<file path="src/hdl/bsr_pkg.sv">
// shared types, codes and the sequencer microprogram for the bisection square root
package bsr_pkg;

	localparam int MAX_STEPS_DEF = 48;
	localparam logic [31:0] TOL_RESET = 32'd256;
	localparam logic [31:0] ONE_Q16 = 32'h0001_0000;

	// result status codes
	localparam logic [1:0] ST_MID  = 2'd0;
	localparam logic [1:0] ST_CONV = 2'd1;
	localparam logic [1:0] ST_CAP  = 2'd2;
	localparam logic [1:0] ST_REJ  = 2'd3;

	// microprogram addresses
	typedef logic [1:0] upc_t;
	localparam upc_t UPC_MID = 2'd0;
	localparam upc_t UPC_SQR = 2'd1;
	localparam upc_t UPC_DIF = 2'd2;
	localparam upc_t UPC_CHK = 2'd3;

	typedef struct packed {
		logic ld_mid;
		logic ld_sq;
		logic ld_diff;
		logic check;
		upc_t next_pc;
	} ctrl_t;

	// control store: one word per step of a bisection iteration
	function automatic ctrl_t ucode(input upc_t pc);
		ctrl_t cw;
		cw = '0;
		unique case (pc)
			UPC_MID: begin
				cw.ld_mid = 1'b1;
				cw.next_pc = UPC_SQR;
			end
			UPC_SQR: begin
				cw.ld_sq = 1'b1;
				cw.next_pc = UPC_DIF;
			end
			UPC_DIF: begin
				cw.ld_diff = 1'b1;
				cw.next_pc = UPC_CHK;
			end
			UPC_CHK: begin
				// always jumps back to the midpoint word; the run may also finish here
				cw.check = 1'b1;
				cw.next_pc = UPC_MID;
			end
			default: begin
				cw = '0;
			end
		endcase
		return cw;
	endfunction

endpackage

</file>
<file path="src/hdl/bisection_square_root.sv">
// bisection square root of an unsigned q16.16 value, run by a microcoded sequencer
//
// usage: drive value and pulse start while busy is low; the item is taken at that
// edge. a nonzero value starts a run and busy rises. every midpoint tried comes
// out on midpoint/status/last for one cycle, marked by result_valid; the receiver
// cannot stall, so results must be taken as they appear.
// sequencing: one bisection step is four microprogram words (midpoint, square,
// difference, check) around one 32x32 multiplier, and each check word shows
// one result. a run ends on convergence or after MAX_STEPS results, and a new
// item is taken only once the run is through.
// busy falls as the last result is shown, and a new start may be given in
// that cycle. a zero value is rejected: one result with status 3 and last set
// in the cycle after start, busy stays low.
// tolerance is written through cfg_valid/cfg_ready, ready while not busy.
// reset: asynchronous, active low; clears the sequencer, busy and the strobe,
// and sets tolerance to 256 (2^-8).
module bisection_square_root #(
	parameter int MAX_STEPS = bsr_pkg::MAX_STEPS_DEF
) (
	input  logic        clk,
	input  logic        arst_n,
	input  logic        start,
	output logic        busy,
	input  logic [31:0] value,
	input  logic        cfg_valid,
	output logic        cfg_ready,
	input  logic [31:0] tolerance,
	output logic        result_valid,
	output logic [31:0] midpoint,
	output logic [1:0]  status,
	output logic        last
);

	localparam int CntW = $clog2(MAX_STEPS);

	logic              busy_q;
	bsr_pkg::upc_t     pc_q;
	logic [CntW-1:0]   cnt_q;
	logic [31:0]       tol_q;
	logic              result_valid_q;
	logic [31:0]       low_q;
	logic [31:0]       high_q;
	logic [31:0]       target_q;
	logic [31:0]       mid_q;
	logic [63:0]       sq_q;
	logic [63:0]       diff_q;
	logic              gt_q;
	logic [31:0]       midpoint_q;
	logic [1:0]        status_q;
	logic              last_q;

	bsr_pkg::ctrl_t    cw;
	logic              start_acc;
	logic [32:0]       mid_sum;
	logic [63:0]       target_w;
	logic [63:0]       tol_w;
	logic              conv;
	logic              cap;
	logic              fin;

	assign cw        = bsr_pkg::ucode(pc_q);
	assign start_acc = start & ~busy_q;
	assign mid_sum   = {1'b0, low_q} + {1'b0, high_q};
	assign target_w  = {16'b0, target_q, 16'b0};
	assign tol_w     = {16'b0, tol_q, 16'b0};
	assign conv      = diff_q < tol_w;
	assign cap       = cnt_q == CntW'(MAX_STEPS - 1);
	assign fin       = conv | cap;

	// sequencer and control state
	always_ff @(posedge clk or negedge arst_n) begin
		if (!arst_n) begin
			busy_q <= 1'b0;
			pc_q <= bsr_pkg::UPC_MID;
			cnt_q <= '0;
			tol_q <= bsr_pkg::TOL_RESET;
			result_valid_q <= 1'b0;
		end else begin
			result_valid_q <= 1'b0;
			if (cfg_valid && !busy_q) begin
				tol_q <= tolerance;
			end
			if (start_acc) begin
				if (value == 32'd0) begin
					result_valid_q <= 1'b1;
				end else begin
					busy_q <= 1'b1;
					pc_q <= bsr_pkg::UPC_MID;
					cnt_q <= '0;
				end
			end else if (busy_q) begin
				pc_q <= cw.next_pc;
				if (cw.check) begin
					result_valid_q <= 1'b1;
					cnt_q <= cnt_q + CntW'(1);
					if (fin) begin
						busy_q <= 1'b0;
						pc_q <= bsr_pkg::UPC_MID;
					end
				end
			end
		end
	end

	// datapath
	always_ff @(posedge clk) begin
		if (start_acc) begin
			if (value == 32'd0) begin
				midpoint_q <= 32'd0;
				status_q <= bsr_pkg::ST_REJ;
				last_q <= 1'b1;
			end else begin
				target_q <= value;
				low_q <= 32'd0;
				high_q <= (value > bsr_pkg::ONE_Q16) ? value : bsr_pkg::ONE_Q16;
			end
		end else if (busy_q) begin
			if (cw.ld_mid) begin
				mid_q <= mid_sum[32:1];
			end
			if (cw.ld_sq) begin
				sq_q <= 64'(mid_q) * 64'(mid_q);
			end
			if (cw.ld_diff) begin
				diff_q <= (sq_q >= target_w) ? (sq_q - target_w) : (target_w - sq_q);
				gt_q <= sq_q > target_w;
			end
			if (cw.check) begin
				midpoint_q <= mid_q;
				last_q <= fin;
				status_q <= conv ? bsr_pkg::ST_CONV :
					(cap ? bsr_pkg::ST_CAP : bsr_pkg::ST_MID);
				if (!fin) begin
					// keep the half that holds the root
					if (gt_q) begin
						high_q <= mid_q;
					end else begin
						low_q <= mid_q;
					end
				end
			end
		end
	end

	assign busy         = busy_q;
	assign cfg_ready    = ~busy_q;
	assign result_valid = result_valid_q;
	assign midpoint     = midpoint_q;
	assign status       = status_q;
	assign last         = last_q;

endmodule

</file>
<file path="config.mk">
export PLATFORM = sky130hd
export DESIGN_NAME = bisection_square_root
export DESIGN_NICKNAME = d
export VERILOG_FILES = /design/src/hdl/bsr_pkg.sv /design/src/hdl/bisection_square_root.sv
export SDC_FILE = /design/constraint.sdc
export NUM_CORES = 2
export LEC_CHECK = 0
export CORE_UTILIZATION = 40
export CTS_CLUSTER_DIAMETER = 100
export DETAILED_ROUTE_END_ITERATION = 8
export DONT_BUFFER_PORTS = 1
export PLACE_DENSITY_LB_ADDON = 0.15
export SYNTH_ARGS = -nofsm -noshare
export SYNTH_HDL_FRONTEND = slang
export SYNTH_SLANG_ARGS = --single-unit
</file>
<file path="constraint.sdc">
create_clock -name clk -period 8.9 [get_ports clk]
set_clock_uncertainty 0.05 [all_clocks]
set_input_delay 2.67 -clock clk [delete_from_list [all_inputs] [get_ports clk]]
set_output_delay 2.67 -clock clk [all_outputs]
set_load 0.01 [all_outputs]
</file>
# After elaboration in Yosys (flattened, before gate mapping)
# Index checks and enable logic that the tools add are counted.
# W data, S select, Z words.
op_classes:
  n_addsub: 4
  multipliers: 1
  order_cmp: 4
  n_eq_ne: 8
  n_mux: 51
  bitwise_logic: 5
  reduce_logical: 16
op_table:
  columns: ["cell", "n"]
  rows:
  - ["$mux W32", 17]
  - ["$ge A64 B48 Y1", 1]
  - ["$gt A64 B48 Y1", 1]
  - ["$lt A64 B48 Y1", 1]
  - ["$mul A32 B32 Y64", 1]
  - ["$mux W64", 1]
  - ["$sub A48 B64 Y64", 1]
  - ["$sub A64 B48 Y64", 1]
  - ["$add A32 B32 Y33", 1]
  - ["$gt A32 B17 Y1 const B", 1]
  - ["$logic_not A32 Y1", 1]
  - ["$mux W6", 4]
  - ["$mux W2", 11]
  - ["$mux W1", 17]
  - ["$reduce_and A3 Y1", 5]
  - ["$reduce_and A5 Y1", 2]
  - ["$pmux W2 S4", 1]
  - ["$add A6 B1 Y6 const B", 1]
  - ["$eq A6 B6 Y1 const B", 1]
  - ["$reduce_bool A2 Y1", 3]
  - ["$eq A2 B2 Y1 const B", 2]
  - ["$ne A2 B1 Y1 const B", 2]
  - ["$ne A2 B2 Y1 const B", 2]
  - ["$reduce_and A2 Y1", 2]
  - ["other kinds (7)", 9]
word_totals:
  ff_bits: 334
  input_bits: 68
  output_inout_bits: 38
  word_cells: 104

# Longest topological paths before layout
depth:
  ltp_word: 6
  depth_mapped: 30
  depth_no_buf: 27

# Least setup slack after synthesis
# OpenSTA, ideal clock, no wires.
synth_path:
  kind: "register to register"
  startpoint: "register mid_q[5]"
  endpoint: "register sq_q[60] (data pin)"
  setup_time_ns: 0.260
  t_arrival_ns: 7.359
  required_ns: 8.590
  slack_ns: 1.231
  path_stages_with_launch: 29
  synth_period_minus_slack_ns: 7.669
  cell_sequence: "edfxtp_1 > clkbuf_1 > clkbuf_1 > nand2_1 > fa_1 > inv_1 > fa_1 > fa_1 > inv_1 > fa_1 > inv_1 > fa_1 > fa_1 > fa_1 > inv_1 > fa_1 > inv_1 > ha_1 > clkbuf_1 > nand4_1 > or2_2 > nor3_1 > a211o_1 > a31oi_1 > o211ai_1 > nand3_1 > a31oi_1 > mux2i_1 > nand2_1"
synth_via:
  elab_chain_len: 1
synth_rtl:
  columns: ["item", "line_no", "text"]
  rows:
  - ["from (decl)", "bisection_square_root.sv:44", "logic [31:0] mid_q;"]
  - ["from (signal assigned)", "bisection_square_root.sv:119", "mid_q <= mid_sum[32:1];"]
  - ["$mul A32 B32 Y64", "bisection_square_root.sv:122", "sq_q <= 64'(mid_q) * 64'(mid_q);"]
  - ["to (signal assigned)", "bisection_square_root.sv:122", null]
  - ["to (decl)", "bisection_square_root.sv:45", "logic [63:0] sq_q;"]
# No other way between the ends.
# A chain may end at the register's enable or synchronous reset.

# Worst setup path after layout
layout_path:
  startpoint: "register mid_q[16]"
  endpoint: "register sq_q[55] (data pin)"
# Same word-level chain as after synthesis.

==> summary.md <==
| Metric | Value |
|---|---|
| Top-count cell post-synth | inv_1 |
| Initial antenna violation count | 11 |
| Number of distinct library cells after synthesis | 89 |
| Antenna Nets Post-Route | 0 |
| Max Cap Violations | 0 |
| Top-area cell type share of the netlist area | 34.0% |
| Sequential-to-total area share from yosys stat | 19.9% |
| All-Layer GR Usage | 22.8% |
| Crit. End Element | flip-flop |
| Placer Congestion | 0.925 |
| Setup tns final | 0 ns |
| DRT Wirelength | 132,000 um |
| Status | finished, final reports clean |
| First-pass GRT wire length | 203,000 um |
| PortBufs | 0 |
| Async set-reset flop share out of synthesis | 13.2% |
| CTS tree | done |
| Drt pass-1 iters | 5 |
| H-tree depth | 2 |
| Least-Margin Pin Slew | 1.09 ns |
| Part of the cycle the worst path needs | 96.0% |
| Via/cell ratio | 5.12 |
| I/O pins | 106 |
| RSZ-0062 raised after global routing | false |
| Compound-cell area share of the yosys netlist | 9.40% |
| CP Launch Type | flip-flop |
| Die area | 0.118 mm2 |
| Clk Latency, worst-skew pair | 0.58 ns |
| Syn Nets | 6,006 |
| Largest stage delay on the critical path | 0.56 ns |
| Slowest CP cell | fa_1 |
| Most used cell, CP | fa_1 |
| Placement Cell Area | 0.0487 mm2 |
| Largest family of logic cells by synthesized area | adder cells |
| Share of layout cells above drive strength 1 | 5.16% |
| Synth Instances | 4,715 |
| Number of flops mapped to enable cells by yosys | 275 |
| Dominant synthesized flop cell | edfxtp_1 |
| Crit Path Class | reg -> reg |
| Post-synthesis adder-cell area fraction | 45.5% |
| Final Hold Viols | 0 |
| CTS buffer count | 37 |
| Gr ovfl total | 0 |
| Synthesized cell area | 0.0467 mm2 |
| XOR/XNOR Fraction of Synth Area | 3.28% |
| Mux contribution to synthesized area | 0.241% |
| Dpl hpwl | 107,000 um |
| Synthesis-stage register bit count | 317 |
| Pin count of the biggest net entering global routing | 64 |
| Worst Path Required | 9.16 ns |
| DRC | 0 |
| Rows | 125 |
| Simple-gate area share of the yosys netlist | 11.1% |
| Syn Area/Cell | 9.91 um2 |
| Die width | 344 um |
| R2r setup slk | 0.36 ns |
| Vias in the first global route | 33,700 |
| Final core occ | 43.2% |
| Clock transition at the registers of the reported paths | 0.06 ns |
| Largest area contributor in the netlist | fa_1 |
| Largest cells by area after synthesis | fa_1 (34%), edfxtp_1 (18%), ha_1 (11%) |
| Period minus WS final | 8.54 ns |
| Die Ht | 344 um |
| Max frequency | 117 MHz |
| Deepest clock path buffer count | 3 |
| CTS sink cnt | 317 |
| Min-delay worst type | reg -> reg |
| Vias | 31,900 |
| Root buf cell | clkbuf_16 |
| Fin area | 0.0501 mm2 |
| CORE AREA | 0.116 mm2 |
| Worst-path maximum fanout | 26 |
| Effective utilization at floorplan | 40.2% |
| Max-slew headroom | 27.1% |
| Area growth, synth to finish | 7.25% |
| Top cells by count, synth | inv_1 (1,101), fa_1 (794), ha_1 (429) |
| DR iter-0 viols | 1,743 |
| Post-DR wirelength/cell | 21.1 um |
| # setup viols final | 0 |
| Synth warn | 0 |
| Nets | 5,974 |
| Max Slew Vio Count | 0 |
| CP arrival | 8.80 ns |
| CTS Hold Bufs | 0 |
through the flow:
| step | worst slack [ns] | std cells | hold WS, ns |
|---|---|---|---|
| after floorplan | 1.23 | 4715 | 0.430 |
| after global placement | 0.0966 | 6156 | 0.469 |
| after detailed placement | 0.0927 | 6156 | 0.478 |
| after CTS | 0.0566 | 6224 | 0.482 |
| after global routing | 0.0444 | 6237 | 0.501 |
| final | 0.359 | 6237 | 0.479 |
cell families (layout without fill, tap and decap cells):
| group | after synthesis | in the layout |
|---|---|---|
| buf+inv | 1291 | 1288 |
| fa+ha+maj | 1223 | 1223 |
| simple gates | 1035 | 1035 |
| compound gates | 663 | 663 |
| flops | 317 | 317 |
| xor+xnor | 175 | 175 |
| mux | 11 | 11 |
| other cells | 0 | 1 |
critical path, delay by kind of cell (launching register included):
kind / cells / cell delay [ns]
fa+ha+maj: 9 / 4.36
simple gates: 5 / 1.29
buf+inv: 8 / 1.05
compound gates: 4 / 1.02
flops: 1 / 0.35
xor+xnor: 1 / 0.13
area by class of cell:
class,instances,area [um2]
fillers,11300,66000
multi-input cells,3107,32500
clock inverters,20,241
well taps,1524,1910
diodes,1,2.50
inverters,1102,4140
clock buffers,48,1010
flip-flops and latches,317,9310
repair buffers,118,961
final timing paths:
kind | start | end | depth (start not counted)
max in group asynchronous | arst_n | tol_q[8] | 0
hold reg to reg | tol_q[8] | tol_q[8] | 2
min in group asynchronous | arst_n | tol_q[16] | 0
setup reg to reg | mid_q[16] | sq_q[55] | 27
hold / removal | tol_q[8] | tol_q[8] | 2
setup / recovery | mid_q[16] | sq_q[55] | 27
cells in the final DEF (no fill, tap or decap), types with 8 or more instances in the layout:
cell	netlist	routed
a21o_1	153	152
o211ai_1	8	8
nand2b_1	19	19
a211oi_1	14	14
fa_1	794	794
clkbuf_1	169	8
a31oi_1	25	25
o21ai_0	112	111
clkbuf_16	0	38
ha_1	429	429
o21bai_1	39	39
o21a_1	11	11
buf_4	5	112
a21oi_1	187	187
xnor2_1	89	89
a31o_2	14	14
nor4_1	19	19
dfrtp_1	41	41
nand3_1	28	28
nor2_1	124	124
nor2b_1	48	46
nand2_1	394	394
edfxtp_1	275	275
or2_2	8	8
xor2_1	86	86
and3_1	23	23
nand4_1	43	43
nor3_1	33	33
inv_1	1101	1101
mux2i_1	9	9
o21ai_1	14	14
or3_1	8	8
and2_1	249	245
state kept, by name, summed over array words and instances (netlist names):
name and cells:
high_q 32, last 1, mid_q 32, status 2
tol_q 32, midpoint 32, cnt_q 6, sq_q 63
pc_q 2, low_q 32, result_valid 1, busy 1
diff_q 48, gt_q 1, target_q 32
per-layer routing:
layer / track usage (%) / up-vias / wire length [um]
li1: - / 14800 / -
met1: 32.0 / 16200 / 59000
met2: 37.9 / 809 / 62500
met3: 2.74 / 133 / 7340
met4: 4.63 / 2 / 2860
met5: 0 / - / 12
repair_timing:
| action | in CTS | in global routing |
|---|---|---|
| gates resized for setup | 0 | 0 |
| hold endpoints to repair | 0 | 0 |
| setup buffers | 0 | 12 |
| endpoints found under the setup margin | 0 | 9 |
Power is left out: the tool's default activity adds up to more than one toggle a clock period on the data nets, which glitch-free logic cannot reach.
